===== src/sv/efd_pkg.sv =====
// Package for the extended float divider: widths, exponent limits, sequencer states.
// No dependencies.
`timescale 1ns / 1ps
package efd_pkg;
  localparam int MantBits = 64;
  localparam int CntBits  = $clog2(MantBits + 1);
  localparam int ExpBits  = 16;
  // internal exponent width, wide enough for difference and decrements
  localparam int EwBits   = 19;
  localparam logic signed [EwBits-1:0] ExpMin = -19'sd16382;
  localparam logic signed [EwBits-1:0] ExpMax = 19'sd16383;

  typedef enum logic [1:0] {
    ST_IDLE,
    ST_DIV,
    ST_NORM,
    ST_DONE
  } state_t;

  typedef struct packed {
    logic load;
    logic step;
    logic shift;
  } ctl_t;
endpackage


===== src/sv/efd_core.sv =====
// Datapath of the extended float divider: remainder, quotient, exponent registers and
// one shared subtract/shift unit. Depends on efd_pkg.
`timescale 1ns / 1ps
module efd_core
  import efd_pkg::*;
(
  input  logic                        clk,
  input  ctl_t                        ctl,
  input  logic                        dividend_sign,
  input  logic signed [ExpBits-1:0]   dividend_exp,
  input  logic [MantBits-1:0]         dividend_mant,
  input  logic                        divisor_sign,
  input  logic signed [ExpBits-1:0]   divisor_exp,
  input  logic [MantBits-1:0]         divisor_mant,
  output logic                        skip,
  output logic                        q_top,
  output logic                        quot_sign,
  output logic signed [ExpBits-1:0]   quot_exp,
  output logic [MantBits-1:0]         quot_mant,
  output logic                        underflow_flag,
  output logic                        div_zero_flag
);
  logic [MantBits-1:0]       rem, dvs, quo;
  logic signed [EwBits-1:0]  ex;
  logic                      sgn, unf, dz;
  logic signed [EwBits-1:0]  ex_init;
  logic [MantBits-1:0]       b_half;
  logic                      zero_a, unf_c, dz_c;
  logic [MantBits:0]         diff;
  logic                      ge;

  // decode the operands at load
  always_comb begin
    zero_a  = (dividend_mant == '0);
    b_half  = divisor_mant >> 1;
    ex_init = EwBits'(dividend_exp) - EwBits'(divisor_exp) + EwBits'(2);
    unf_c   = !zero_a && (ex_init < ExpMin);
    dz_c    = !zero_a && (b_half == '0);
  end

  // shared subtractor
  always_comb begin
    diff = {1'b0, rem} - {1'b0, dvs};
    ge   = !diff[MantBits];
  end

  assign skip  = zero_a || unf_c || dz_c;
  assign q_top = quo[MantBits-1] || (quo == '0);

  // load, divide step, normalize shift
  always_ff @(posedge clk) begin
    if (ctl.load) begin
      rem <= dividend_mant >> 1;
      dvs <= b_half;
      quo <= '0;
      unf <= unf_c;
      dz  <= dz_c;
      sgn <= zero_a ? dividend_sign : (dividend_sign ^ divisor_sign);
      if (zero_a)    ex <= '0;
      else if (dz_c) ex <= ExpMax;
      else if (unf_c) ex <= ExpMin;
      else           ex <= ex_init;
    end else if (ctl.step) begin
      quo <= {quo[MantBits-2:0], ge};
      rem <= ge ? {diff[MantBits-2:0], 1'b0} : {rem[MantBits-2:0], 1'b0};
    end else if (ctl.shift) begin
      quo <= {quo[MantBits-2:0], 1'b0};
      ex  <= ex - EwBits'(1);
    end
  end

  // saturate exponent on output
  always_comb begin
    quot_sign      = sgn;
    quot_mant      = quo;
    underflow_flag = unf;
    div_zero_flag  = dz;
    if (ex > EwBits'(32767))       quot_exp = 16'sh7fff;
    else if (ex < -EwBits'(32768)) quot_exp = 16'sh8000;
    else                           quot_exp = ExpBits'(ex);
  end
endmodule


===== src/sv/efd_seq.sv =====
// Sequencer of the extended float divider: step counter and state machine.
// Depends on efd_pkg.
`timescale 1ns / 1ps
module efd_seq
  import efd_pkg::*;
(
  input  logic clk,
  input  logic rst,
  input  logic in_go,
  input  logic skip,
  input  logic q_top,
  input  logic out_taken,
  output logic busy_n,
  output logic done,
  output ctl_t ctl
);
  state_t             state, state_next;
  logic [CntBits-1:0] cnt;

  // next state
  always_comb begin
    state_next = state;
    unique case (state)
      ST_IDLE: if (in_go) state_next = skip ? ST_DONE : ST_DIV;
      ST_DIV:  if (cnt == CntBits'(MantBits - 1)) state_next = ST_NORM;
      ST_NORM: if (q_top) state_next = ST_DONE;
      ST_DONE: if (out_taken) state_next = ST_IDLE;
      default: state_next = ST_IDLE;
    endcase
  end

  // outputs
  always_comb begin
    ctl.load  = (state == ST_IDLE) && in_go;
    ctl.step  = (state == ST_DIV);
    ctl.shift = (state == ST_NORM) && !q_top;
    busy_n    = (state == ST_IDLE);
    done      = (state == ST_DONE);
  end

  // hold state and count steps
  always_ff @(posedge clk) begin
    if (rst) begin
      state <= ST_IDLE;
      cnt   <= '0;
    end else begin
      state <= state_next;
      if (state == ST_DIV) cnt <= cnt + CntBits'(1);
      else                 cnt <= '0;
    end
  end
endmodule


===== src/sv/extended_float_divider_top.sv =====
// Top level of the extended float divider: sequencer plus datapath.
// Depends on efd_pkg, efd_seq, efd_core.
`timescale 1ns / 1ps
//  channel | valid     | stall     | word
//  input   | in_valid  | in_stall  | dividend_*, divisor_*
//  output  | out_valid | out_stall | quot_*, underflow_flag, div_zero_flag
// An item takes one load, one divide step per quotient bit in the shared subtractor,
// one normalize shift per leading zero of the quotient plus a check that sees the top
// bit set, then the result state, which holds until out_stall is low.
// Zero dividend, underflow and divide-by-zero skip straight to the result.
// Reset is synchronous; in_stall is high while a word is in work or waiting.
module extended_float_divider_top
  import efd_pkg::*;
(
  input  logic                      clk,
  input  logic                      rst,
  input  logic                      in_valid,
  output logic                      in_stall,
  input  logic                      dividend_sign,
  input  logic signed [ExpBits-1:0] dividend_exp,
  input  logic [MantBits-1:0]       dividend_mant,
  input  logic                      divisor_sign,
  input  logic signed [ExpBits-1:0] divisor_exp,
  input  logic [MantBits-1:0]       divisor_mant,
  output logic                      out_valid,
  input  logic                      out_stall,
  output logic                      quot_sign,
  output logic signed [ExpBits-1:0] quot_exp,
  output logic [MantBits-1:0]       quot_mant,
  output logic                      underflow_flag,
  output logic                      div_zero_flag
);
  ctl_t ctl;
  logic skip, q_top, busy_n;

  assign in_stall = !busy_n;

  efd_seq u_seq (
    .clk(clk), .rst(rst), .in_go(in_valid), .skip(skip), .q_top(q_top),
    .out_taken(!out_stall), .busy_n(busy_n), .done(out_valid), .ctl(ctl)
  );

  efd_core u_core (
    .clk(clk), .ctl(ctl),
    .dividend_sign(dividend_sign), .dividend_exp(dividend_exp),
    .dividend_mant(dividend_mant), .divisor_sign(divisor_sign),
    .divisor_exp(divisor_exp), .divisor_mant(divisor_mant),
    .skip(skip), .q_top(q_top),
    .quot_sign(quot_sign), .quot_exp(quot_exp), .quot_mant(quot_mant),
    .underflow_flag(underflow_flag), .div_zero_flag(div_zero_flag)
  );
endmodule


===== config.mk =====
export PLATFORM = sky130hd
export DESIGN_NAME = extended_float_divider_top
export DESIGN_NICKNAME = d
export VERILOG_FILES = /design/src/sv/efd_pkg.sv /design/src/sv/efd_core.sv /design/src/sv/efd_seq.sv /design/src/sv/extended_float_divider_top.sv
export SDC_FILE = /design/constraint.sdc
export NUM_CORES = 1
export LEC_CHECK = 0
export ABC_AREA = 1
export BUFFER_PORTS_ARGS = -buffer_cell sky130_fd_sc_hd__buf_2
export CORE_ASPECT_RATIO = 0.6
export CORE_MARGIN = 1.5
export CORE_UTILIZATION = 55
export DETAILED_ROUTE_END_ITERATION = 8
export GPL_TIMING_DRIVEN = 0
export PLACE_DENSITY_LB_ADDON = 0.25
export SYNTH_ARGS = -nofsm -noshare
export SYNTH_HDL_FRONTEND = slang
export SYNTH_HIERARCHICAL = 1
export SYNTH_SLANG_ARGS = --single-unit

===== constraint.sdc =====
create_clock -name clk -period 7.2 [get_ports clk]
set_input_delay 2.16 -clock clk [delete_from_list [all_inputs] [get_ports clk]]
set_output_delay 2.16 -clock clk [all_outputs]
set_load 0.01 [all_outputs]

After elaboration in Yosys (flattened, before gate mapping)
Index checks and enable logic that the tools add are counted. Widths: inputs -> output; s select.

Register bits after elaboration: 222. Output and inout bits: 85. Word-level logic and storage cells: 70.

Bitwise operators: 2. Multiplexer cells: 20. Equality and inequality tests: 9. $add $sub $neg: 5. Reduce and logical (&&, ||, !) cells: 21. Magnitude comparators: 3.

Operator list (number): $logic_not 64->1 (3); $mux 64 (3); $mux 63 (2); $mux 19 (6); $sub 64x63->65 (1); $mux 16 (2); $add 19x3->19 const B (1); $gt 19x16->1 const B (1); $lt 19x15->1 const B (1); $lt 19x16->1 const B (1); $sub 19x2->19 const B (1); $sub 16x16->17 (1); $mux 2 (5); $pmux 2 s4 (1); $add 7x1->7 const B (1); $eq 7x6->1 const B (1); $ne 2x1->1 const B (3); $reduce_bool 2->1 (3); $eq 2x2->1 const B (2); $logic_and 1x1->1 (4); $logic_not 1->1 (4); $ne 2x2->1 const B (2); $reduce_and 4->1 (1); $logic_or 1x1->1 (3); other kinds (7) (7).

Longest topological paths before layout
Gate-level depths: netlist of run 1.

Depth in word-level cells: 9. Gate-level depth with buffers: 23. Depth with buffers taken out: 23.

By module
The synthesis of run 1 kept the hierarchy.

By module, submodules not included: efd_core (times used 1, area an instance 15712.6 sq um, sequential area each 5745.5 sq um, cells each 2215); efd_seq (times used 1, area an instance 506.7 sq um, sequential area each 180.2 sq um, cells each 65); extended_float_divider_top (times used 1, area an instance 7.5 sq um, sequential area each 0.0 sq um, cells each 2).

Worst setup path before layout of run 1
Ideal clock, no wire load.

Kind: input port to flip-flop. From: input port in_valid. To: register u_core.rem[0] (enable). Required time: 6778 ps. Cell stages on the path: 7. Slack: 946 ps. Data arrival time: 5831 ps. Setup time: 422 ps. Buffers on the path: 3. Cells stage by stage: nand2_1 -> inv_1 -> clkbuf_1 -> clkinv_1 -> clkbuf_1 -> clkbuf_1 -> nand2_1.

RTL lines: from (decl) (RTL line extended_float_divider_top.sv:17) `input logic in_valid,`; to (signal assigned) (RTL line efd_core.sv:53) `rem <= dividend_mant >> 1;`; to (signal assigned) (RTL line efd_core.sv:65) `rem <= ge ? {diff[MantBits-2:0], 1'b0} : {rem[MantBits-2:0], 1'b0};`; to (decl) (RTL line efd_core.sv:23) `logic [MantBits-1:0] rem, dvs, quo;`.

==> results of run 1 <==
## layout make-up
type                            count  area [um^2]
Timing Repair Buffer              249         1246
Antenna cell                        1        2.502
Tap cell                          400        500.5
Clock buffer                       34        700.7
Clock inverter                      8        63.81
Fill cell                        2587        10140
Inverter                          346         1301
Buffer                             52        259.0
Sequential cell                   222         5926
Multi-Input combinational cell   1662         8751
## registers in the layout, summed over array words and instances, names as in the netlist
| register | flops |
|---|---|
| u_core/rem | 64 |
| u_core/ex | 19 |
| u_core/div_zero_flag | 1 |
| u_core/quot_mant | 64 |
| u_seq/state | 2 |
| u_core/quot_sign | 1 |
| u_core/dvs | 63 |
| u_seq/cnt | 7 |
| u_core/underflow_flag | 1 |
## report_power, final
group | internal [mW] | leakage [nW] | switching (mW)
combinational | 2.05 | 6.39 | 4.46
clock | 0.684 | 0.388 | 0.543
sequential | 2.12 | 2.04 | 0.387
## per-layer routing
metal	vias to the layer above	track usage [%]	part of all wire [%]
li1	8120	-	-
met1	8134	59.97	45
met2	1057	54.27	39
met3	84	9.834	14
met4	2	7.718	1.9
met5	-	0	0.018
## kinds of logic (layout without fill, tap and decap cells)
group                    after synthesis  after routing  synth area share, %
adder cells (fa/ha/maj)              105            105                8.189
AND/OR/NAND/NOR                     1142           1142                30.54
XOR/XNOR                              36             36                1.943
flip-flops                           222            222                36.52
AO/OA/AOI/OAI                        379            379                13.21
buffers and inverters                398            689                9.600
other                                  0              1                    0
## path summary, 6_finish.rpt
path,to,slack [ns],cells after the start,start
hold / removal,u_seq/cnt[0],0.47,1,u_seq/cnt[0]
hold reg to reg,u_seq/cnt[0],0.47,1,u_seq/cnt[0]
setup / recovery,u_core/rem[56],1.0,8,in_valid
setup reg to reg,u_core/rem[56],2.02,9,u_seq/state[1]
## cell usage in the layout (no fill, tap or decap), drive strengths merged, types with 12 or more instances in the layout
cell type  instances
nand3            153
or2               16
edfxtp           148
nor3              21
nand4             37
nor4              57
a21oi            140
dfxtp             74
nand3b            22
buf              262
nor2             343
clkbuf            73
xnor2             23
xor2              13
a21o              14
o211ai            18
o21ai            171
ha               103
nand2            491
o21bai            12
inv              351
## stage by stage
stage | total power [mW] | setup TNS [ns] | util (%) | worst slack, ns | hold slack [ns]
detailed placement | 8.680 | 0 | 62.25 | 0.6441 | 0.4513
global placement | 8.523 | -126.14 | 62.22 | -1.901 | 0.4293
global route | 10.81 | 0 | 64.90 | 1.014 | 0.4909
floorplan | 6.561 | 0 | - | 0.9463 | 0.4175
CTS | 9.948 | 0 | 64.90 | 1.235 | 0.4622
finish | 10.24 | 0 | 64.91 | 0.9994 | 0.4681
==> flow_summary_export.csv, run 1 <==
group,metric,value,unit
synth,yosysWarnings,6,
clock_network,cts_buffers,23,
power_and_ir_drop,cellPowerDensity,546.1,mW/mm^2
clock_network,htree_num_levels,1,
timing,worst_slew_pin_slew,1.310,ns
detailed_routing,drt_iter0_markers,2139,
finish,final_cells,2974,
floorplanning,dieArea,0.03058,mm^2
detailed_routing,via_count,17400,
clock_network,post_cts_buffers,0,
floorplanning,die_w,224.7,um
worst_setup_path,cpMaxStageDelayCell,"nand2_4",
placement,dpl.cell_count,2931,
synth,synthCells,2282,
clock_network,ctsHoldBuffers,0,
clock_network,insertion_delay,0.56,ns
synth,synth_edf_count,148,
power_and_ir_drop,peakVddDrop,323.3,uV
synth,synth_top_area_share,27.39,%
global_route,antenna_found_initial,2,
timing,fin_crit_sh,86.12,%
placement,hpwl,48.73,mm
timing,max_freq,161.3,MHz
worst_setup_path,cp.arrival,6.38,ns
floorplanning,rows,48,
synth,postSynthNetCount,2553,
clock_network,clk_path_buf_depth,3,
global_route,grtUsageTotal,38.95,%
timing,maxSlewHeadroom,11.88,%
worst_setup_path,critical_path.max_stage_delay,0.85,ns
detailed_routing,first_pass_iters,9,
worst_setup_path,worstSetupStartpointType,"primary input",
clock_network,cts_tree,"built",
synth,yosysMostFrequentCell,"nand2_1",
placement,dpl_cell_area,0.01798,mm^2
timing,setup_viol,0,
clock_network,cts-root-buf,"clkbuf_16",
detailed_routing,drc_errors,0,
job,maxCapViolCount,0,
placement,gp_congestion,1.035,
finish,final_area,0.01875,mm^2
global_route,grt_overflow,0,
worst_setup_path,path_delay_family,"buffers and inverters",
global_route,grt_max_degree,68,
floorplanning,core,0.02889,mm^2
worst_setup_path,crit_chain,"buf_2 -> nand2_1 -> inv_4 -> clkbuf_1 -> clkinv_1 -> clkbuf_1 -> clkbuf_1 -> nand2_4",
synth,synth_ff_type,"edfxtp_1",
placement,io_buffers,249,
detailed_routing,final_antenna_net_count,0,
floorplanning,initial_core_util,56.17,%
clock_network,post_cts_resized,0,
synth,netlist_top_cells_area,"edfxtp_1 27%, nand2_1 11%, dfxtp_1 9.1%",
detailed_routing,wirelength,60.83,mm
synth,synth_async_sr_flop_share,0,%
timing,finClkSkew,0.02130,ns
timing,finalHoldViolCount,0,
synth,yosys.cell_types.count,49,
finish,syn_to_final_growth,15.55,%
synth,ys_seq_area_share,36.52,%
timing,fin_crit,6.201,ns
synth,syn_area_per_cell,7.111,um^2
worst_setup_path,critPathBufInv,6,
synth,yosys-top-cells-count,"485 x nand2_1, 343 x inv_1, 338 x nor2_1",
worst_setup_path,crit_type,"primary input to flip-flop",
floorplanning,die_h,136.1,um
synth,yosysTopAreaCell,"edfxtp_1",
worst_setup_path,critPathCaptureType,"flip-flop",
synth,ys_ff_latch,222,
timing,grt_setup_unrepaired,"false",
detailed_routing,routedWlPerCell,20.45,um
clock_network,cts_sinks,222,
floorplanning,ios,251,
worst_setup_path,path_common_cell,"clkbuf_1",
power_and_ir_drop,total_leakage_power,8.811,nW
run_status,outcome,"finished, final reports clean",
global_route,grt_pass1_wl,89.53,mm
finish,drive_gt1_share,13.21,%
global_route,grt_pass1_vias,15600,
worst_setup_path,critPathRequiredTime,7.38,ns
detailed_routing,routed_via_density,5.850,
finish,final_nets,2827,
worst_hold_path,hp-class,"flip-flop to flip-flop",
clock_network,path_clk_slew,0.06,ns
timing,maxSlewViolCount,0,
synth,syn-cell-area,0.01623,mm^2
worst_setup_path,critPathMaxFanout,67,
Power figures use the tool's default switching activity.
==> run 2: changes to the inputs <==
--- a/config.mk
+++ b/config.mk
@@ -9,7 +9,7 @@
 export BUFFER_PORTS_ARGS = -buffer_cell sky130_fd_sc_hd__buf_2
 export CORE_ASPECT_RATIO = 0.6
 export CORE_MARGIN = 1.5
-export CORE_UTILIZATION = 55
+export CORE_UTILIZATION = 59
 export DETAILED_ROUTE_END_ITERATION = 8
 export GPL_TIMING_DRIVEN = 0
 export PLACE_DENSITY_LB_ADDON = 0.25
==> run 2 against run 1 <==
  * Die area shrank 6.7%
  * Cell count down 1.4%
  * Maximum frequency is 2.4% higher
  * Register-to-register slack improved by 0.16 ns
  * Global-route usage is 1.8 points higher
  * Critical path depth unchanged
  * Via count is 0.67% higher
  * Clock power is 5% lower
  * Sequential cell count unchanged
  * Power shrank 0.70%
  * Sequential share of layout area up 0.16 points
  * Critical endpoint is now u_core/rem[22]
==> flow_summary_export.csv, run 2 (synthesis gave the netlist of run 1 again) <==
group,metric,value,unit
worst_setup_path,reg2reg_slack,2.18,ns
worst_setup_path,critPathMaxFanout,67,
clock_network,cts_tree,"built",
detailed_routing,routedWlPerCell,20.40,um
global_route,grt_max_degree,68,
floorplanning,core,0.02671,mm^2
finish,regArea,0.005926,mm^2
power_and_ir_drop,cellPowerDensity,545.0,mW/mm^2
finish,final_util,69.86,%
worst_setup_path,path_delay_family,"buffers and inverters",
placement,dpl_cell_area,0.01793,mm^2
timing,max_freq,165.2,MHz
worst_hold_path,whs_endpoint,"u_seq/cnt[0]",
worst_setup_path,crit_type,"primary input to flip-flop",
worst_hold_path,whs_path_depth,1,
worst_setup_path,cp.arrival,6.22,ns
detailed_routing,first_pass_iters,7,
floorplanning,dieArea,0.02854,mm^2
clock_network,cts-root-buf,"clkbuf_16",
floorplanning,die_w,217.1,um
floorplanning,rows,46,
global_route,grt_overflow,0,
job,maxCapViolCount,0,
timing,finalHoldViolCount,0,
placement,hpwl,47.40,mm
worst_setup_path,critPathRequiredTime,7.36,ns
finish,n_fill_cell,2216,
timing,maxSlewViolCount,0,
timing,finClkSkew,0.01738,ns
clock_network,post_cts_resized,0,
detailed_routing,routed_via_density,5.971,
worst_setup_path,rr_worst_depth,9,
timing,fin_crit,6.054,ns
clock_network,htree_num_levels,1,
global_route,grtUsageTotal,40.77,%
worst_hold_path,hp-class,"flip-flop to flip-flop",
timing,maxSlewHeadroom,11.71,%
finish,layout_common_cells,"484 x nand2_1, 342 x inv_1, 338 x nor2_1",
worst_setup_path,critPathBufInv,6,
power_and_ir_drop,peakVddDrop,343.7,uV
finish,syn_to_final_growth,14.97,%
finish,multi_input_area,0.008751,mm^2
worst_setup_path,worstSetupStartpointType,"primary input",
finish,layout_commonest_cell,"nand2_1",
worst_setup_path,path_common_cell,"clkbuf_1",
worst_hold_path,hp-start,"u_seq/cnt[0]",
clock_network,cts_buffers,22,
detailed_routing,via_count,17510,
detailed_routing,drc_errors,0,
finish,final_nets,2826,
clock_network,cts_sinks,222,
detailed_routing,final_antenna_net_count,0,
finish,drive_gt1_share,13.03,%
clock_network,path_clk_slew,0.07,ns
power_and_ir_drop,total_leakage_power,8.774,nW
global_route,antenna_found_initial,5,
worst_setup_path,regToRegEndpoint,"u_core/rem[22]",
worst_setup_path,startpoint,"in_valid",
clock_network,ctsHoldBuffers,0,
timing,grt_setup_unrepaired,"false",
finish,final_area,0.01866,mm^2
floorplanning,initial_core_util,60.76,%
worst_setup_path,critical_path.max_stage_delay,0.84,ns
global_route,grt_pass1_wl,88.88,mm
worst_setup_path,crit_chain,"buf_2 -> nand2_1 -> inv_4 -> clkbuf_1 -> clkinv_1 -> clkbuf_1 -> clkbuf_1 -> nand2_4",
clock_network,insertion_delay,0.55,ns
clock_network,clk_path_buf_depth,3,
placement,io_buffers,249,
timing,fin_crit_sh,84.09,%
timing,worst_slew_pin_slew,1.312,ns
placement,gp_congestion,1.081,
timing,setup_viol,0,
floorplanning,ios,251,
worst_setup_path,critPathCaptureType,"flip-flop",
worst_setup_path,cpMaxStageDelayCell,"nand2_4",
global_route,grt_pass1_vias,15720,
run_status,outcome,"finished, final reports clean",
floorplanning,die_h,131.5,um
clock_network,post_cts_buffers,0,
worst_setup_path,r2r_start,"u_seq/state[0]",
detailed_routing,drt_iter0_markers,2814,
worst_setup_path,crit_cells,8,
detailed_routing,wirelength,59.83,mm
==> run 2: final cells by class <==
class                           count  share of cell area, %
Multi-Input combinational cell   1662                  46.91
Buffer                             52                  1.388
Antenna cell                        2                0.02683
Clock buffer                       33                  3.454
Timing Repair Buffer              249                  6.680
Tap cell                          360                  2.414
Clock inverter                      7                 0.3890
Sequential cell                   222                  31.76
Inverter                          346                  6.975
==> run 2: worst max-delay path by stage <==
stage                     end  slack (ns)
6_report       u_core/rem[22]        1.15
5_1_grt        u_core/rem[25]        1.01
4_1_cts        u_core/rem[24]        1.33
3_5_place_dp   u_core/rem[15]        0.73
3_3_place_gp   u_core/rem[23]       -1.82
2_1_floorplan   u_core/rem[0]        0.95
==> run 2: routing by layer <==
| metal | share of wire [%] | GRT usage [%] | vias to the layer above |
|---|---|---|---|
| li1 | - | - | 8120 |
| met1 | 43 | 62.35 | 8070 |
| met2 | 39 | 55.63 | 1217 |
| met3 | 16 | 12.43 | 105 |
| met4 | 2.2 | 8.912 | 2 |
| met5 | 0.022 | 0 | - |
==> run 2: where the power goes <==
part / switching, mW / internal, mW / total, mW
Sequential: 0.390 / 2.12 / 2.51
Clock: 0.539 / 0.634 / 1.17
Combinational: 4.44 / 2.05 / 6.49
Total: 5.37 / 4.80 / 10.2
==> run 2: metrics by stage <==
step | TNS, ns | cells | total power, mW | hold slack, ns | worst slack [ns]
floorplan | 0 | 2282 | 6.561 | 0.4175 | 0.9463
global placement | -120.87 | 2891 | 8.444 | 0.4301 | -1.816
detailed placement | 0 | 2891 | 8.625 | 0.4543 | 0.7338
CTS | 0 | 2931 | 9.846 | 0.4639 | 1.326
global route | 0 | 2931 | 10.70 | 0.4871 | 1.006
finish | 0 | 2933 | 10.17 | 0.4593 | 1.146
==> run 3: changes to the inputs <==
--- a/config.mk
+++ b/config.mk
@@ -5,11 +5,11 @@
 export SDC_FILE = /design/constraint.sdc
 export NUM_CORES = 1
 export LEC_CHECK = 0
-export ABC_AREA = 1
+export ABC_AREA = 0
 export BUFFER_PORTS_ARGS = -buffer_cell sky130_fd_sc_hd__buf_2
 export CORE_ASPECT_RATIO = 0.6
 export CORE_MARGIN = 1.5
-export CORE_UTILIZATION = 59
+export CORE_UTILIZATION = 52
 export DETAILED_ROUTE_END_ITERATION = 8
 export GPL_TIMING_DRIVEN = 0
 export PLACE_DENSITY_LB_ADDON = 0.25
==> constraint.sdc (replaced) <==
create_clock -name clk -period 5.09 [get_ports clk]
set_input_delay 1.527 -clock clk [delete_from_list [all_inputs] [get_ports clk]]
set_output_delay 1.527 -clock clk [all_outputs]
set_load 0.01 [all_outputs]
==> run 3 against run 2 <==
  * Core utilization is 7.2 points lower
  * Synthesized cell count decreased by 26%
  * Largest cell class unchanged
  * Critical path type unchanged
  * Clock skew rose by 0.0027 ns
  * Design area fell by 6.2%
  * Routed wire length is 17% lower
  * Via count is 17% lower
  * Hold slack worse by 0.011 ns
  * Highest routed layer unchanged
  * Register-to-register slack got worse by 1.7 ns
  * Sequential power is 26% higher
==> flow_summary_export.csv, run 3 <==
group,metric,value,unit
run_status,outcome,"finished, final reports clean",
synth,yosys-top-cells-count,"250 x nand2_1, 155 x a21oi_1, 148 x edfxtp_1",
floorplanning,initial_core_util,53.66,%
synth,synth_fa_ha_area_share,8.865,%
placement,pre_cts_slack,-0.2870,ns
synth,synth_async_sr_flop_share,0,%
timing,fin_ws,0.1142,ns
placement,dpl.cell_count,2301,
clock_network,cts-root-buf,"clkbuf_16",
finish,final_nets,2230,
timing,fin_crit,4.976,ns
clock_network,ctsHoldBuffers,0,
global_route,grt_pass1_vias,13260,
floorplanning,dieArea,0.02989,mm^2
finish,layout_common_cells,"269 x buf_2, 249 x nand2_1, 155 x a21oi_1",
synth,synth.area.mux_share,0.8264,%
finish,syn_to_final_growth,16.69,%
timing,maxSlewViolCount,0,
worst_setup_path,critPathMaxFanout,63,
synth,yosysMostFrequentCell,"nand2_1",
clock_network,cts_tree,"built",
worst_hold_path,hp-class,"flip-flop to flip-flop",
detailed_routing,routedWlPerCell,21.11,um
clock_network,cts_sinks,222,
placement,gp_congestion,0.9746,
timing,fin_crit_sh,97.76,%
synth,synth_ff_type,"edfxtp_1",
synth,syn-cell-area,0.01499,mm^2
worst_setup_path,critPathRequiredTime,5.13,ns
worst_setup_path,r2r_start,"u_seq/state[0]",
timing,max_freq,201.0,MHz
power_and_ir_drop,total_leakage_power,7.270,nW
detailed_routing,drc_errors,0,
job,maxCapViolCount,0,
global_route,grt_overflow,0,
floorplanning,die_w,222.2,um
finish,final_cells,2344,
synth,synthSimpleGateAreaFrac,19.88,%
floorplanning,die_h,134.5,um
timing,fin_tns_setup,0,ns
synth,synth_top_family_by_area,"simple AND/OR/NAND/NOR gates",
finish,drive_gt1_share,18.84,%
timing,hold_slack,0.4485,ns
placement,hpwl,38.63,mm
placement,dpl_cell_area,0.01673,mm^2
global_route,antenna_found_initial,2,
timing,grt_setup_unrepaired,"false",
synth,ys_ff_latch,222,
power_and_ir_drop,peakVddDrop,313.6,uV
finish,layout_commonest_cell,"buf_2",
synth,syn_area_per_cell,8.901,um^2
global_route,grtUsageTotal,32.42,%
global_route,grt_max_degree,64,
detailed_routing,first_pass_iters,6,
synth,synth_top_area_share,29.65,%
synth,yosys.cell_types.count,90,
synth,synth_compound_area_share,19.87,%
worst_setup_path,critPathCaptureType,"flip-flop",
floorplanning,ios,251,
synth,netlist_top_cells_area,"edfxtp_1 30%, dfxtp_1 9.9%, ha_1 8.6%",
synth,yosysTopAreaCell,"edfxtp_1",
synth,yosysWarnings,6,
detailed_routing,via_count,14480,
clock_network,path_clk_slew,0.07,ns
floorplanning,rows,47,
worst_hold_path,hp-start,"u_seq/cnt[0]",
placement,io_buffers,249,
detailed_routing,drt_iter0_markers,1811,
power_and_ir_drop,cellPowerDensity,694.8,mW/mm^2
worst_setup_path,cp.arrival,5.01,ns
clock_network,htree_num_levels,1,
synth,synth_edf_count,148,
synth,synth_xor_xnor_area_share,4.841,%
detailed_routing,routed_via_density,6.178,
detailed_routing,final_antenna_net_count,0,
clock_network,clk_path_buf_depth,3,
timing,maxSlewHeadroom,13.47,%
synth,ys_seq_area_share,39.53,%
worst_setup_path,worstSetupStartpointType,"primary input",
finish,final_area,0.01749,mm^2
clock_network,cts_buffers,23,
floorplanning,core,0.02793,mm^2
worst_setup_path,crit_type,"primary input to flip-flop",
timing,finClkSkew,0.02008,ns
clock_network,insertion_delay,0.53,ns
timing,setup_viol,0,
worst_setup_path,startpoint,"in_valid",
timing,worst_slew_pin_slew,1.286,ns
synth,postSynthNetCount,1955,
detailed_routing,wirelength,49.49,mm
synth,synthCells,1684,
timing,finalHoldViolCount,0,
global_route,grt_pass1_wl,74.91,mm
run 3: path summary, 6_finish.rpt:
check / depth (start not counted) / end / slack, ns
max: 8 / u_core/rem[46] / 0.11
min reg2reg: 1 / u_seq/cnt[0] / 0.45
min: 1 / u_seq/cnt[0] / 0.45
max reg2reg: 9 / u_core/rem[46] / 0.51
run 3: area by class of cell:
| class | instances | area (um^2) |
|---|---|---|
| clock buffers | 30 | 641.9 |
| well taps | 367 | 459.2 |
| clock inverters | 11 | 103.9 |
| repair buffers | 250 | 1274 |
| flip-flops and latches | 222 | 5926 |
| inverters | 122 | 457.9 |
| fillers | 2429 | 10440 |
| diodes | 2 | 5.005 |
| plain buffers | 92 | 469.2 |
| multi-input cells | 1248 | 8155 |
run 3: cell families after synthesis:
logic type | count (synthesis)
flops | 222
buf+inv | 214
xor+xnor | 82
fa+ha+maj | 105
compound gates | 437
mux | 12
simple gates | 612
run 3: power breakdown:
part	internal, mW	leakage, nW	switching, mW
logic	2.69	4.89	4.60
clock network	0.951	0.362	0.756
registers	2.78	2.02	0.386
run 3: what timing repair did:
action	4_1_cts	5_1_grt
setup endpoints to repair	0	5
resized for setup	0	1
setup buffers	0	0
run 3: layer usage:
| layer | track usage, % | vias to the layer above | part of all wire, % |
|---|---|---|---|
| met5 | 0 | - | 0.026 |
| met4 | 9.437 | 2 | 2.9 |
| met3 | 9.856 | 93 | 12 |
| met2 | 44.17 | 803 | 39 |
| met1 | 48.75 | 6845 | 46 |
| li1 | - | 6738 | - |
run 3: worst max-delay path: stages:
cell	delay [ns]
buf_2	0.11
and2_4	0.26
buf_16	0.24
clkbuf_1	0.30
inv_1	0.35
clkbuf_1	0.55
buf_1	0.80
nand2_4	0.72
run 3: per-stage QoR:
step                      util (%)  power, mW
final                        62.62      12.15
after global routing         62.60      12.88
after CTS                    62.57      11.95
after global placement       59.77      10.07
after detailed placement     59.90      10.22
after floorplan                  -      8.215
